$ cat config.mk
export PLATFORM = sky130hd
export DESIGN_NAME = websocket_frame_deframer_unit
export DESIGN_NICKNAME = d
export VERILOG_FILES = /design/src/rtl/wsd_pkg.sv /design/src/rtl/wsd_front.sv /design/src/rtl/wsd_queue.sv /design/src/rtl/wsd_back.sv /design/src/rtl/websocket_frame_deframer_unit.sv
export SDC_FILE = /design/constraint.sdc
export NUM_CORES = 1
export LEC_CHECK = 0
export BUFFER_PORTS_ARGS = -buffer_cell sky130_fd_sc_hd__clkbuf_2
export CORE_MARGIN = 8
export CORE_UTILIZATION = 40
export CTS_BUF_LIST = sky130_fd_sc_hd__clkbuf_8
export CTS_CLUSTER_DIAMETER = 120
export DETAILED_ROUTE_END_ITERATION = 16
export GPL_TIMING_DRIVEN = 0
export PLACE_DENSITY = 0.6
export SLEW_MARGIN = 20
export SYNTH_ARGS = -nofsm -noshare
export SYNTH_HDL_FRONTEND = slang
export SYNTH_SLANG_ARGS = --single-unit
$ cat constraint.sdc
create_clock -name aclk -period 9.08 [get_ports aclk]
set_input_delay 0.908 -clock aclk [delete_from_list [all_inputs] [get_ports aclk]]
set_output_delay 0.908 -clock aclk [all_outputs]
set_load 0.05 [all_outputs]
$ cat src/rtl/wsd_pkg.sv
// Shared types, codes and helpers for the WebSocket frame deframer.
package wsd_pkg;

    localparam int unsigned LEN_W      = 63;
    localparam int unsigned TDATA_W    = 88;
    localparam int unsigned QUEUE_DEPTH_DEF = 2;

    localparam logic [LEN_W-1:0] MAX_PAYLOAD_RST = LEN_W'(64'd16777216);

    // config register indexes
    localparam logic CFG_SERVER_ROLE = 1'b0;
    localparam logic CFG_MAX_PAYLOAD = 1'b1;

    // result kinds
    localparam logic [1:0] KIND_HEADER  = 2'd0;
    localparam logic [1:0] KIND_PAYLOAD = 2'd1;
    localparam logic [1:0] KIND_ERROR   = 2'd2;

    // error codes
    localparam logic [2:0] ERR_NONE     = 3'd0;
    localparam logic [2:0] ERR_RSV      = 3'd1;
    localparam logic [2:0] ERR_OPCODE   = 3'd2;
    localparam logic [2:0] ERR_CONTROL  = 3'd3;
    localparam logic [2:0] ERR_LEN_MSB  = 3'd4;
    localparam logic [2:0] ERR_MASKING  = 3'd5;
    localparam logic [2:0] ERR_SIZE     = 3'd6;

    // 7-bit length codes
    localparam logic [6:0] LEN_CODE_16  = 7'd126;
    localparam logic [6:0] LEN_CODE_64  = 7'd127;
    localparam logic [6:0] CTRL_MAX_LEN = 7'd125;

    // opcodes
    localparam logic [3:0] OP_CONT  = 4'h0;
    localparam logic [3:0] OP_TEXT  = 4'h1;
    localparam logic [3:0] OP_BIN   = 4'h2;
    localparam logic [3:0] OP_CLOSE = 4'h8;
    localparam logic [3:0] OP_PING  = 4'h9;
    localparam logic [3:0] OP_PONG  = 4'hA;

    typedef enum logic [1:0] {
        PH_BASIC,
        PH_EXTLEN,
        PH_MASK,
        PH_PAYLOAD
    } wsd_phase_t;

    typedef struct packed {
        logic             server_role;
        logic [LEN_W-1:0] max_payload;
    } wsd_cfg_t;

    // one classified transaction between parser and output stage
    typedef struct packed {
        logic [1:0]       kind;
        logic [7:0]       data;
        logic [7:0]       key;
        logic             fin;
        logic             rsv1;
        logic [3:0]       opcode;
        logic             masked;
        logic [LEN_W-1:0] length;
        logic             last;
        logic [2:0]       err;
    } wsd_item_t;

    function automatic logic opcode_known(input logic [3:0] op);
        opcode_known = (op == OP_CONT) || (op == OP_TEXT) || (op == OP_BIN) ||
                       (op == OP_CLOSE) || (op == OP_PING) || (op == OP_PONG);
    endfunction

endpackage

$ cat src/rtl/wsd_front.sv
// Header parser: accepts bytes, validates the frame header, classifies each transaction.
module wsd_front import wsd_pkg::*; (
    input  logic      aclk,
    input  logic      aresetn,
    input  wsd_cfg_t  cfg,
    input  logic      in_valid,
    output logic      in_ready,
    input  logic [7:0] in_byte,
    output logic      push,
    output wsd_item_t push_item,
    input  logic      q_full
);

    wsd_phase_t       phase_reg, phase_next;
    logic [2:0]       hcnt_reg, hcnt_next;
    logic             fin_reg, fin_next;
    logic             rsv1_reg, rsv1_next;
    logic             rsv_high_reg, rsv_high_next;
    logic [3:0]       opcode_reg, opcode_next;
    logic             masked_reg, masked_next;
    logic [6:0]       len_code_reg, len_code_next;
    logic [63:0]      flen_reg, flen_next;
    logic [LEN_W-1:0] rem_reg, rem_next;
    logic [31:0]      key_reg, key_next;
    logic [1:0]       kidx_reg, kidx_next;
    logic             err_reg, err_next;

    logic             run;
    logic             in_basic, in_ext, in_mask, in_payload;
    logic             first, second;
    logic [2:0]       hdr_code;
    logic             short_len;
    logic [63:0]      flen_shift;
    logic             need8, ext_done, len_msb_err;
    logic             len_known;
    logic [LEN_W-1:0] len_val, fin_len;
    logic             cur_masked;
    logic             key_done;
    logic             finish;
    logic [2:0]       fin_code;
    logic             fin_to_payload;
    logic             pay_last;
    logic [7:0]       key_byte;
    logic             err_ev;
    logic [2:0]       err_ev_code;

    assign in_ready   = !q_full;
    assign run        = in_valid && in_ready && !err_reg;

    assign in_basic   = (phase_reg == PH_BASIC);
    assign in_ext     = (phase_reg == PH_EXTLEN);
    assign in_mask    = (phase_reg == PH_MASK);
    assign in_payload = (phase_reg == PH_PAYLOAD);
    assign first      = in_basic && !hcnt_reg[0];
    assign second     = in_basic && hcnt_reg[0];

    // checks on the second header byte, in priority order
    always_comb begin
        if (rsv_high_reg)
            hdr_code = ERR_RSV;
        else if (!opcode_known(opcode_reg))
            hdr_code = ERR_OPCODE;
        else if (opcode_reg[3] && (!fin_reg || (in_byte[6:0] > CTRL_MAX_LEN) || rsv1_reg))
            hdr_code = ERR_CONTROL;
        else
            hdr_code = ERR_NONE;
    end

    assign short_len   = (in_byte[6:0] < LEN_CODE_16);
    assign flen_shift  = {flen_reg[55:0], in_byte};
    assign need8       = (len_code_reg == LEN_CODE_64);
    assign ext_done    = need8 ? (hcnt_reg == 3'd7) : (hcnt_reg == 3'd1);
    assign len_msb_err = ext_done && need8 && flen_shift[63];

    assign len_known = (second && (hdr_code == ERR_NONE) && short_len) ||
                       (in_ext && ext_done && !len_msb_err);
    assign len_val    = second ? {56'd0, in_byte[6:0]} : flen_shift[LEN_W-1:0];
    assign cur_masked = second ? in_byte[7] : masked_reg;
    assign key_done   = in_mask && (hcnt_reg == 3'd3);
    assign finish     = (len_known && !cur_masked) || key_done;
    assign fin_len    = key_done ? flen_reg[LEN_W-1:0] : len_val;

    always_comb begin
        if (cfg.server_role != cur_masked)
            fin_code = ERR_MASKING;
        else if (fin_len > cfg.max_payload)
            fin_code = ERR_SIZE;
        else
            fin_code = ERR_NONE;
    end

    assign fin_to_payload = (fin_code == ERR_NONE) && (fin_len != '0);
    assign pay_last       = (rem_reg == LEN_W'(1));

    always_comb begin
        case (kidx_reg)
            2'd0:    key_byte = key_reg[31:24];
            2'd1:    key_byte = key_reg[23:16];
            2'd2:    key_byte = key_reg[15:8];
            default: key_byte = key_reg[7:0];
        endcase
    end

    always_comb begin
        err_ev      = 1'b0;
        err_ev_code = ERR_NONE;
        if (second && (hdr_code != ERR_NONE)) begin
            err_ev      = 1'b1;
            err_ev_code = hdr_code;
        end else if (in_ext && len_msb_err) begin
            err_ev      = 1'b1;
            err_ev_code = ERR_LEN_MSB;
        end else if (finish && (fin_code != ERR_NONE)) begin
            err_ev      = 1'b1;
            err_ev_code = fin_code;
        end
    end

    // next state
    always_comb begin
        phase_next = phase_reg;
        if (run) begin
            case (phase_reg)
                PH_BASIC: begin
                    if (second && (hdr_code == ERR_NONE)) begin
                        if (!short_len)
                            phase_next = PH_EXTLEN;
                        else if (in_byte[7])
                            phase_next = PH_MASK;
                        else if (fin_to_payload)
                            phase_next = PH_PAYLOAD;
                    end
                end
                PH_EXTLEN: begin
                    if (ext_done && !len_msb_err) begin
                        if (masked_reg)
                            phase_next = PH_MASK;
                        else if (fin_to_payload)
                            phase_next = PH_PAYLOAD;
                        else
                            phase_next = PH_BASIC;
                    end
                end
                PH_MASK: begin
                    if (key_done)
                        phase_next = fin_to_payload ? PH_PAYLOAD : PH_BASIC;
                end
                PH_PAYLOAD: begin
                    if (pay_last)
                        phase_next = PH_BASIC;
                end
                default: phase_next = PH_BASIC;
            endcase
        end
    end

    // datapath and transaction outputs
    always_comb begin
        hcnt_next     = hcnt_reg;
        fin_next      = fin_reg;
        rsv1_next     = rsv1_reg;
        rsv_high_next = rsv_high_reg;
        opcode_next   = opcode_reg;
        masked_next   = masked_reg;
        len_code_next = len_code_reg;
        flen_next     = flen_reg;
        rem_next      = rem_reg;
        key_next      = key_reg;
        kidx_next     = kidx_reg;
        err_next      = err_reg || (run && err_ev);
        push          = run && (err_ev || finish || in_payload);
        push_item     = '0;

        if (run) begin
            if (first) begin
                fin_next      = in_byte[7];
                rsv1_next     = in_byte[6];
                rsv_high_next = |in_byte[5:4];
                opcode_next   = in_byte[3:0];
                hcnt_next     = 3'd1;
            end
            if (second) begin
                masked_next   = in_byte[7];
                len_code_next = in_byte[6:0];
                hcnt_next     = 3'd0;
                flen_next     = short_len ? {57'd0, in_byte[6:0]} : 64'd0;
            end
            if (in_ext) begin
                flen_next = flen_shift;
                hcnt_next = ext_done ? 3'd0 : hcnt_reg + 3'd1;
            end
            if (in_mask) begin
                key_next  = {key_reg[23:0], in_byte};
                hcnt_next = key_done ? 3'd0 : hcnt_reg + 3'd1;
            end
            if (finish) begin
                rem_next  = fin_len;
                kidx_next = 2'd0;
            end
            if (in_payload) begin
                rem_next  = rem_reg - LEN_W'(1);
                kidx_next = kidx_reg + 2'd1;
            end
        end

        if (err_ev) begin
            push_item.kind = KIND_ERROR;
            push_item.err  = err_ev_code;
        end else if (finish) begin
            push_item.kind   = KIND_HEADER;
            push_item.fin    = fin_reg;
            push_item.rsv1   = rsv1_reg;
            push_item.opcode = opcode_reg;
            push_item.masked = cur_masked;
            push_item.length = fin_len;
            push_item.last   = (fin_len == '0);
        end else if (in_payload) begin
            push_item.kind   = KIND_PAYLOAD;
            push_item.data   = in_byte;
            push_item.key    = masked_reg ? key_byte : 8'd0;
            push_item.fin    = fin_reg;
            push_item.rsv1   = rsv1_reg;
            push_item.opcode = opcode_reg;
            push_item.masked = masked_reg;
            push_item.length = flen_reg[LEN_W-1:0];
            push_item.last   = pay_last;
        end
    end

    always_ff @(posedge aclk) begin
        if (!aresetn) begin
            phase_reg    <= PH_BASIC;
            hcnt_reg     <= 3'd0;
            fin_reg      <= 1'b0;
            rsv1_reg     <= 1'b0;
            rsv_high_reg <= 1'b0;
            opcode_reg   <= 4'd0;
            masked_reg   <= 1'b0;
            len_code_reg <= 7'd0;
            flen_reg     <= 64'd0;
            rem_reg      <= '0;
            key_reg      <= 32'd0;
            kidx_reg     <= 2'd0;
            err_reg      <= 1'b0;
        end else begin
            phase_reg    <= phase_next;
            hcnt_reg     <= hcnt_next;
            fin_reg      <= fin_next;
            rsv1_reg     <= rsv1_next;
            rsv_high_reg <= rsv_high_next;
            opcode_reg   <= opcode_next;
            masked_reg   <= masked_next;
            len_code_reg <= len_code_next;
            flen_reg     <= flen_next;
            rem_reg      <= rem_next;
            key_reg      <= key_next;
            kidx_reg     <= kidx_next;
            err_reg      <= err_next;
        end
    end

`ifndef SYNTHESIS
    // nothing leaves the parser once an error is latched
    a_quiet_after_error: assert property (@(posedge aclk) disable iff (!aresetn)
        err_reg |-> !push)
        else $error("wsd_front: transaction pushed after latched error");

    // an error transaction always latches the error flag
    a_error_latches: assert property (@(posedge aclk) disable iff (!aresetn)
        (push && (push_item.kind == KIND_ERROR)) |=> err_reg)
        else $error("wsd_front: error pushed without latching");
`endif

endmodule

$ cat src/rtl/wsd_queue.sv
// Short flip-flop queue between the parser and the output stage.
module wsd_queue import wsd_pkg::*; #(
    parameter int unsigned DEPTH = QUEUE_DEPTH_DEF
) (
    input  logic      aclk,
    input  logic      aresetn,
    input  logic      wr_en,
    input  wsd_item_t wr_item,
    output logic      full,
    input  logic      rd_en,
    output logic      not_empty,
    output wsd_item_t rd_item
);

    localparam int unsigned PTR_W = (DEPTH > 1) ? $clog2(DEPTH) : 1;
    localparam int unsigned CNT_W = $clog2(DEPTH + 1);

    wsd_item_t        mem_reg [DEPTH];
    logic [PTR_W-1:0] wr_ptr_reg, wr_ptr_next;
    logic [PTR_W-1:0] rd_ptr_reg, rd_ptr_next;
    logic [CNT_W-1:0] count_reg, count_next;

    assign full      = (count_reg == CNT_W'(DEPTH));
    assign not_empty = (count_reg != '0);
    assign rd_item   = mem_reg[rd_ptr_reg];

    always_comb begin
        wr_ptr_next = wr_ptr_reg;
        rd_ptr_next = rd_ptr_reg;
        count_next  = count_reg;
        if (wr_en)
            wr_ptr_next = (wr_ptr_reg == PTR_W'(DEPTH - 1)) ? '0 : wr_ptr_reg + PTR_W'(1);
        if (rd_en)
            rd_ptr_next = (rd_ptr_reg == PTR_W'(DEPTH - 1)) ? '0 : rd_ptr_reg + PTR_W'(1);
        if (wr_en && !rd_en)
            count_next = count_reg + CNT_W'(1);
        else if (!wr_en && rd_en)
            count_next = count_reg - CNT_W'(1);
    end

    always_ff @(posedge aclk) begin
        if (wr_en)
            mem_reg[wr_ptr_reg] <= wr_item;
    end

    always_ff @(posedge aclk) begin
        if (!aresetn) begin
            wr_ptr_reg <= '0;
            rd_ptr_reg <= '0;
            count_reg  <= '0;
        end else begin
            wr_ptr_reg <= wr_ptr_next;
            rd_ptr_reg <= rd_ptr_next;
            count_reg  <= count_next;
        end
    end

`ifndef SYNTHESIS
    a_no_overflow: assert property (@(posedge aclk) disable iff (!aresetn)
        wr_en |-> !full)
        else $error("wsd_queue: write while full");

    a_no_underflow: assert property (@(posedge aclk) disable iff (!aresetn)
        rd_en |-> not_empty)
        else $error("wsd_queue: read while empty");
`endif

endmodule

$ cat src/rtl/wsd_back.sv
// Output stage: unmasks payload bytes and holds the result transaction for the sink.
module wsd_back import wsd_pkg::*; (
    input  logic               aclk,
    input  logic               aresetn,
    input  logic               q_valid,
    input  wsd_item_t          q_item,
    output logic               q_pop,
    output logic               m_tvalid,
    input  logic               m_tready,
    output logic [TDATA_W-1:0] m_tdata,
    output logic [1:0]         m_tuser,
    output logic               m_tlast
);

    logic               valid_reg, valid_next;
    logic [TDATA_W-1:0] tdata_reg, tdata_next;
    logic [1:0]         tuser_reg;
    logic               tlast_reg;

    assign q_pop = q_valid && (!valid_reg || m_tready);

    always_comb begin
        tdata_next = {7'd0, q_item.err, q_item.length, q_item.masked, q_item.opcode,
                      q_item.rsv1, q_item.fin, q_item.data ^ q_item.key};
        if (q_pop)
            valid_next = 1'b1;
        else if (m_tready)
            valid_next = 1'b0;
        else
            valid_next = valid_reg;
    end

    always_ff @(posedge aclk) begin
        if (!aresetn)
            valid_reg <= 1'b0;
        else
            valid_reg <= valid_next;
    end

    always_ff @(posedge aclk) begin
        if (q_pop) begin
            tdata_reg <= tdata_next;
            tuser_reg <= q_item.kind;
            tlast_reg <= q_item.last;
        end
    end

    assign m_tvalid = valid_reg;
    assign m_tdata  = tdata_reg;
    assign m_tuser  = tuser_reg;
    assign m_tlast  = tlast_reg;

endmodule

$ cat src/rtl/websocket_frame_deframer_unit.sv
// Top level of the WebSocket (RFC 6455) receive-side frame deframer.
// Takes one received byte per transaction and sustains one byte per clock: the parser
// accepts a byte every cycle while its two-entry queue has room, and the output register
// frees a slot each cycle the sink takes a result, so throughput is set by the sink alone.
// A result is written into the queue and then into the output register before it turns valid
// on the m_ side, and it may wait in either while the sink stalls. Header bytes
// produce no result until the header (length, optional extended length, optional mask
// key) is complete; then one header result is sent, followed by one result per payload
// byte, unmasked with key byte (count mod 4); tlast marks the frame's last result,
// including the header of an empty frame. A protocol error yields one error result,
// after which all bytes are accepted and dropped until reset.
// Configuration (cfg_addr 0: server role, 1: max payload length) may be written only
// while the block is idle.
module websocket_frame_deframer_unit import wsd_pkg::*; #(
    parameter int unsigned QUEUE_DEPTH = QUEUE_DEPTH_DEF
) (
    input  logic               aclk,
    input  logic               aresetn,
    // config write port
    input  logic               cfg_wr_en,
    input  logic               cfg_addr,
    input  logic [LEN_W-1:0]   cfg_wdata,
    // received bytes
    input  logic               s_tvalid,
    output logic               s_tready,
    input  logic [7:0]         s_tdata,   // [7:0] byte_in
    // results
    output logic               m_tvalid,
    input  logic               m_tready,
    // [7:0] byte_out, [8] fin, [9] rsv1, [13:10] opcode, [14] masked,
    // [77:15] payload_length, [80:78] error_code, [87:81] zero
    output logic [TDATA_W-1:0] m_tdata,
    output logic [1:0]         m_tuser,   // [1:0] kind
    output logic               m_tlast    // last_of_frame
);

    wsd_cfg_t  cfg_reg, cfg_next;
    logic      push;
    wsd_item_t push_item;
    logic      q_full;
    logic      q_pop;
    logic      q_not_empty;
    wsd_item_t q_item;

    // config registers
    always_comb begin
        cfg_next = cfg_reg;
        if (cfg_wr_en) begin
            case (cfg_addr)
                CFG_SERVER_ROLE: cfg_next.server_role = cfg_wdata[0];
                CFG_MAX_PAYLOAD: cfg_next.max_payload = cfg_wdata;
                default:         cfg_next = cfg_reg;
            endcase
        end
    end

    always_ff @(posedge aclk) begin
        if (!aresetn) begin
            cfg_reg.server_role <= 1'b1;
            cfg_reg.max_payload <= MAX_PAYLOAD_RST;
        end else begin
            cfg_reg <= cfg_next;
        end
    end

    // front: header parse, checks, per-byte classification
    wsd_front u_front (
        .aclk      (aclk),
        .aresetn   (aresetn),
        .cfg       (cfg_reg),
        .in_valid  (s_tvalid),
        .in_ready  (s_tready),
        .in_byte   (s_tdata),
        .push      (push),
        .push_item (push_item),
        .q_full    (q_full)
    );

    // decouples parser from a stalled sink
    wsd_queue #(
        .DEPTH (QUEUE_DEPTH)
    ) u_queue (
        .aclk      (aclk),
        .aresetn   (aresetn),
        .wr_en     (push),
        .wr_item   (push_item),
        .full      (q_full),
        .rd_en     (q_pop),
        .not_empty (q_not_empty),
        .rd_item   (q_item)
    );

    // back: unmask and present result transactions
    wsd_back u_back (
        .aclk     (aclk),
        .aresetn  (aresetn),
        .q_valid  (q_not_empty),
        .q_item   (q_item),
        .q_pop    (q_pop),
        .m_tvalid (m_tvalid),
        .m_tready (m_tready),
        .m_tdata  (m_tdata),
        .m_tuser  (m_tuser),
        .m_tlast  (m_tlast)
    );

`ifndef SYNTHESIS
    // an error result never closes a frame
    a_error_not_last: assert property (@(posedge aclk) disable iff (!aresetn)
        (m_tvalid && (m_tuser == KIND_ERROR)) |-> !m_tlast)
        else $error("deframer: error result marked last");

    // a header that closes its frame carries length zero
    a_empty_header: assert property (@(posedge aclk) disable iff (!aresetn)
        (m_tvalid && (m_tuser == KIND_HEADER) && m_tlast) |-> (m_tdata[77:15] == '0))
        else $error("deframer: last header with nonzero length");
`endif

endmodule

==> results of run 1 <==
-- area by class of cell --
class,count,area [µm²]
Antenna cell,1,2.50
Buffer,158,639
Clock buffer,107,1470
Clock inverter,56,272
Fill cell,5662,31400
Inverter,145,544
Multi-Input combinational cell,1632,9730
Sequential cell,519,13100
Tap cell,773,967
Timing Repair Buffer,166,1060
-- stage by stage --
| stage | area (µm²) | worst slack [ps] | power, µW | util, % |
|---|---|---|---|---|
| CTS | 27700 | 1390 | 7940 | 46.9 |
| global route | 27800 | 885 | 8260 | 46.9 |
| detailed placement | 26000 | 1440 | 5860 | 44.0 |
| finish | 27800 | 1120 | 7900 | 46.9 |
| global placement | 25700 | -610 | 5800 | 43.5 |
| floorplan | 24000 | 2290 | 5010 | - |
-- metal layers --
metal / vias up / global-route usage (%) / part of all wire (%)
li1: 9328 / - / -
met5: - / 0 / 0
met2: 960 / 38.8 / 47
met1: 9737 / 28.8 / 40
met4: 0 / 10.7 / 4.4
met3: 232 / 5.31 / 8.2
-- worst min path at each step --
| stage | start | endpoint | slack [ps] | depth (start not counted) |
|---|---|---|---|---|
| after floorplan | u_front.key_reg[31] | u_front.key_reg[31] | 440 | 2 |
| after global placement | u_front.len_code_reg[4] | u_front.len_code_reg[4] | 440 | 2 |
| after detailed placement | cfg_reg[19] | cfg_reg[19] | 450 | 2 |
| after CTS | cfg_wdata[30] | cfg_reg[30] | 370 | 3 |
| after global routing | cfg_wdata[30] | cfg_reg[30] | 420 | 3 |
| final | cfg_wdata[27] | cfg_reg[27] | 420 | 3 |
-- worst reg2reg max path, delay by kind of cell (launching register included) --
kind / cells / cell delay [ps]
AO/OA/AOI/OAI: 5 / 1870
adder cells (fa/ha/maj): 3 / 630
flip-flops: 1 / 380
buffers and inverters: 8 / 3100
AND/OR/NAND/NOR: 5 / 1620
-- power groups by stage --
| stage | Combinational (µW) | Sequential [µW] | Clock (µW) |
|---|---|---|---|
| finish | 2770 | 3070 | 2060 |
| global route | 2950 | 3100 | 2210 |
| CTS | 2760 | 3070 | 2120 |
| detailed placement | 2740 | 3120 | 0 |
| global placement | 2620 | 3180 | 0 |
| floorplan | 1380 | 3620 | 0 |
-- cells in the mapped netlist, drive strengths merged (12+ instances only) --
master and count:
mux2i 19, nand2 396, inv 144, nor3 37, nand4 17, nand3 40
or3 13, a21oi 222, dfxtp 251, buf 29, mux2 77, o22ai 17
o32ai 16, nor2 200, a31oi 12, edfxtp 268, a22oi 121, o21ai 138
and2 21, clkbuf 129, ha 77, nor4 32
-- cells by family after synthesis --
group	Yosys count	synth area share, %
simple gates	805	14.9
compound gates	625	16.3
flops	519	54.6
buf+inv	303	4.95
mux	96	4.42
fa+ha+maj	77	4.03
xor+xnor	22	0.805
other cells	1	0.0157
==> qor.txt, run 1 <==
Clk pin slew, worst setup/hold paths -> 60 ps
IO buf count -> 155
RSZ-0062 raised after global routing -> no
Die Area -> 67900 µm²
WL/cell -> 22.9 µm
# hold bufs at CTS -> 0
Logic pwr share -> 35.1%
clock share of power -> 26.1%
EDFF count, synth -> 268
CP max-delay cell -> nor4b_1
most frequent cells in the layout -> nand2_1 (394), edfxtp_1 (268), dfxtp_1 (251), a21oi_1 (222), nor2_1 (197)
Sw Ratio -> 39.3%
Netlist cell types -> 80
CTS max path bufs -> 3
post-CTS sizing -> 0
CTS tree -> yes
most common flop cell mapped by yosys -> edfxtp_1
gr ovfl total -> 0
CP top delay family -> buffers and inverters
IO Pins -> 170
drt pass-1 iters -> 6
area grow syn2layout -> 16.0%
critical path cell sequence -> ha_1 -> ha_1 -> and2_1 -> buf_4 -> buf_4 -> buf_1 -> buf_1 -> clkbuf_1 -> a22oi_1 -> inv_1 -> ha_1 -> nand2_1 -> nor4_1 -> nor4b_1 -> o41ai_1 -> o2111a_1 -> o21ai_0 -> or3b_1 -> buf_2 -> clkbuf_1 -> o21ai_1
H-tree depth -> 3
share of the synthesized area in the top cell type -> 33.6%
Post-Route Skew -> 64.4 ps
CP Data Arrival Time -> 8310 ps
Static Leak -> 0.0105 µW
maximum number of pins on one net before global-route repair -> 32
Tightest Pin Transition -> 1230 ps
reg-to-reg slack, setup -> 1120 ps
gpl congestion -> 0.973
Final TNS setup -> 0 ps
cell-internal power -> 4800 µW
Hold Path Class -> input port to flop
r2r endpoint -> u_queue.mem_reg[1][28]
Sequential Power Share -> 38.8%
max FFs per register -> 184
Inst Count DP -> 3393
minimum clock period -> 7960 ps
FF-to-FF path depth -> 21
status -> finished, final reports clean
antenna violations before repair -> 0
CP startpoint kind -> flop
Detail Placement HPWL -> 59600 µm
Switch Pwr -> 3110 µW
Top cell by count, worst path -> ha_1
Die Y -> 261 µm
VDD IR-drop max -> 143 µV
Critical Path Max Stage Delay -> 740 ps
async set-reset flop share out of synthesis -> 0%
CP Depth -> 21
DRT iter0 DRCs -> 2205
Max-slew headroom -> 17.6%
final hold viol count -> 0
Setup crit end -> u_queue.mem_reg[1][28]
Core ar. -> 59100 µm²
DRC violations left -> 0
leading cell type in the layout, fill and taps excluded -> nand2_1
smallest hold slack -> 420 ps
NumNets Final -> 2866
Fmax -> 126 MHz
Synth Warn # -> 0
CP startpoint -> u_front.hcnt_reg[1]
most area-hungry cell type in the Yosys netlist -> edfxtp_1
CP required -> 9430 ps
clock buffer count from CTS -> 90
mean post-synth cell area -> 9.78 µm²
final antenna-violating net count -> 0
Max Transition Viols Final -> 0
vias in the first global route -> 20300
CP endpoint kind -> flop
CP max FO -> 10
Syn Std Cell Area -> 23900 µm²
period utilisation layout -> 87.7%
R2R Path Start -> u_front.hcnt_reg[1]
Crit path buffers/inverters -> 8
Vias -> 20300
fin cells -> 3557
critical path class -> flop to flop
Max-Cap Viols -> 0
post-synthesis register bit count -> 519
Power per Cell Area -> 285 nW/µm²
Initial Util -> 40.5%
endpoints failing setup -> 0
register area share after synthesis -> 54.6%
clk_lat worst skew -> 710 ps
routed vias/inst -> 5.69
post-CTS setup buffer count -> 0
Mapped Cells -> 2448
first-pass GRT wire length -> 121000 µm
Site Rows -> 89
CTS root buf -> clkbuf_8
routed wire length -> 81300 µm
Total GRT Usage -> 23.4%
Die W -> 261 µm
clk sinks -> 519
fraction of layout cells with a size suffix above 1 -> 14.4%
largest cells by area after synthesis -> edfxtp_1 (34%), dfxtp_1 (21%), nand2_1 (6.2%)
(Power assumes the default switching activity.)
==> run 2: changes to the inputs <==
CORE_UTILIZATION = 61   (was 40)
PLACE_DENSITY = 0.83   (was 0.6)
==> run 2 against run 1 <==
  * Wire length grew 0.96%
  * Critical endpoint is now u_queue.mem_reg[0][3]
  * Final area shrank 1.7%
  * Utilization grew 24 points
  * Global-route usage grew 11 points
  * Via count grew 3.4%
  * Critical path depth is the same
==> qor.txt, run 2 (synthesized netlist as in run 1, its figures left out) <==
first-pass GRT wire length -> 123000 µm
clock buffer count from CTS -> 83
antenna violations before repair -> 1
Vias -> 21000
Die Y -> 214 µm
fraction of layout cells with a size suffix above 1 -> 14.3%
Placed Area -> 25600 µm²
WL/cell -> 25.0 µm
status -> finished, final reports clean
NumNets Final -> 2857
clk sinks -> 519
Static Leak -> 0.0104 µW
Critical Path Max Stage Delay -> 640 ps
Crit path buffers/inverters -> 8
CTS tree -> yes
final hold viol count -> 0
minimum clock period -> 7780 ps
Die Area -> 45800 µm²
Core ar. -> 38600 µm²
gpl congestion -> 1.00
CP Depth -> 21
CTS root buf -> clkbuf_8
Fillers -> 2857
critical path cell sequence -> ha_1 -> ha_1 -> and2_1 -> buf_4 -> buf_4 -> buf_1 -> buf_1 -> clkbuf_1 -> a22oi_1 -> inv_1 -> ha_1 -> nand2_1 -> nor4_1 -> nor4b_1 -> o41ai_1 -> o2111a_1 -> o21ai_0 -> or3b_1 -> buf_2 -> clkbuf_1 -> o22ai_1
routed wire length -> 82100 µm
CP required -> 9430 ps
DRC violations left -> 0
CP Data Arrival Time -> 8130 ps
Util after Layout -> 70.6%
design area -> 27300 µm²
max FFs per register -> 184
routed vias/inst -> 6.38
IO Pins -> 170
vias in the first global route -> 21000
most frequent cells in the layout -> nand2_1 (394), edfxtp_1 (268), dfxtp_1 (251), a21oi_1 (222), nor2_1 (197)
n_diodes -> 0
Site Rows -> 72
CP startpoint kind -> flop
gr ovfl total -> 0
# hold bufs at CTS -> 0
Final TNS setup -> 0 ps
final antenna-violating net count -> 0
Hold Path Class -> input port to flop
CP max FO -> 10
CP endpoint kind -> flop
Total GRT Usage -> 34.5%
IO buf count -> 155
Initial Util -> 61.9%
critical path class -> flop to flop
total power -> 7900 µW
Detail Placement HPWL -> 59000 µm
period utilisation layout -> 85.7%
CP top delay family -> buffers and inverters
Max Transition Viols Final -> 0
Max-slew headroom -> 20.4%
Fmax -> 129 MHz
FF-to-FF path depth -> 21
Post-Route Skew -> 26.9 ps
Power per Cell Area -> 290 nW/µm²
Max-Cap Viols -> 0
clk_lat worst skew -> 680 ps
DRT iter0 DRCs -> 2876
CTS max path bufs -> 3
drt pass-1 iters -> 9
post-CTS sizing -> 0
hold depth -> 3
endpoints failing setup -> 0
smallest hold slack -> 453 ps
H-tree depth -> 3
VDD IR-drop max -> 148 µV
CP max-delay cell -> buf_1
Clk pin slew, worst setup/hold paths -> 60 ps
leading cell type in the layout, fill and taps excluded -> nand2_1
Tightest Pin Transition -> 1190 ps
post-CTS setup buffer count -> 0
Top cell by count, worst path -> ha_1
RSZ-0062 raised after global routing -> no
Die W -> 214 µm
maximum number of pins on one net before global-route repair -> 31
area grow syn2layout -> 14.0%
[run 2: cell count changes in the layout (fill, tap and decap cells not counted), sizes merged]
cell	delta
buf	-2
inv	-7
bufinv	+3
clkbuf	-10
diode	-1
clkinv	+4
clkinvlp	-2
[run 2: path summary, 6_finish.rpt]
check	from	to	slack, ps
min reg2reg	cfg_reg[22]	cfg_reg[22]	450
min	cfg_wdata[13]	cfg_reg[13]	450
max reg2reg	u_front.hcnt_reg[1]	u_queue.mem_reg[0][3]	1300
max	u_front.hcnt_reg[1]	u_queue.mem_reg[0][3]	1300
[run 2: cell type report]
cell class | instances | area [µm²] | area share (%)
flip-flops and latches | 519 | 13100 | 47.9
multi-input cells | 1632 | 9730 | 35.7
clock buffers | 97 | 1340 | 4.90
repair buffers | 164 | 963 | 3.53
well taps | 518 | 648 | 2.38
plain buffers | 158 | 639 | 2.34
inverters | 145 | 544 | 2.00
clock inverters | 54 | 339 | 1.24
[run 2: where the power goes]
part           switching (µW)  total, µW  leakage, µW  internal, µW
clock                     957       2050     0.000967          1090
sequential                162       3090      0.00452          2920
combinational            2010       2770      0.00492           762
total                    3130       7900       0.0104          4780
[run 2: layer usage]
metal / part of all wire, % / wire length [µm] / track usage [%]
met5: 0.016 / 13 / 0
met4: 6.2 / 5110 / 19.0
met1: 36 / 29200 / 40.3
met3: 11 / 9110 / 9.93
met2: 47 / 38600 / 56.8
[run 2: stage by stage]
| step | setup slack [ps] | std cells |
|---|---|---|
| finish | 1300 | 3287 |
| detailed placement | 1660 | 3136 |
| floorplan | 2290 | 2454 |
| global placement | -293 | 3127 |
| global route | 1050 | 3287 |
| CTS | 1590 | 3287 |
[run 2: worst register-to-register path: stages, from the launching register on]
cell      delay [ps]
dfxtp_1          380
ha_1             170
ha_1             320
and2_1           190
buf_4            200
buf_4            240
buf_1            640
buf_1            580
clkbuf_1         540
a22oi_1          370
inv_1            160
ha_1             130
nand2_1           50
nor4_1           520
nor4b_1          590
o41ai_1          250
o2111a_1         350
o21ai_0          490
or3b_1           180
buf_2            330
clkbuf_1         510
o22ai_1          270
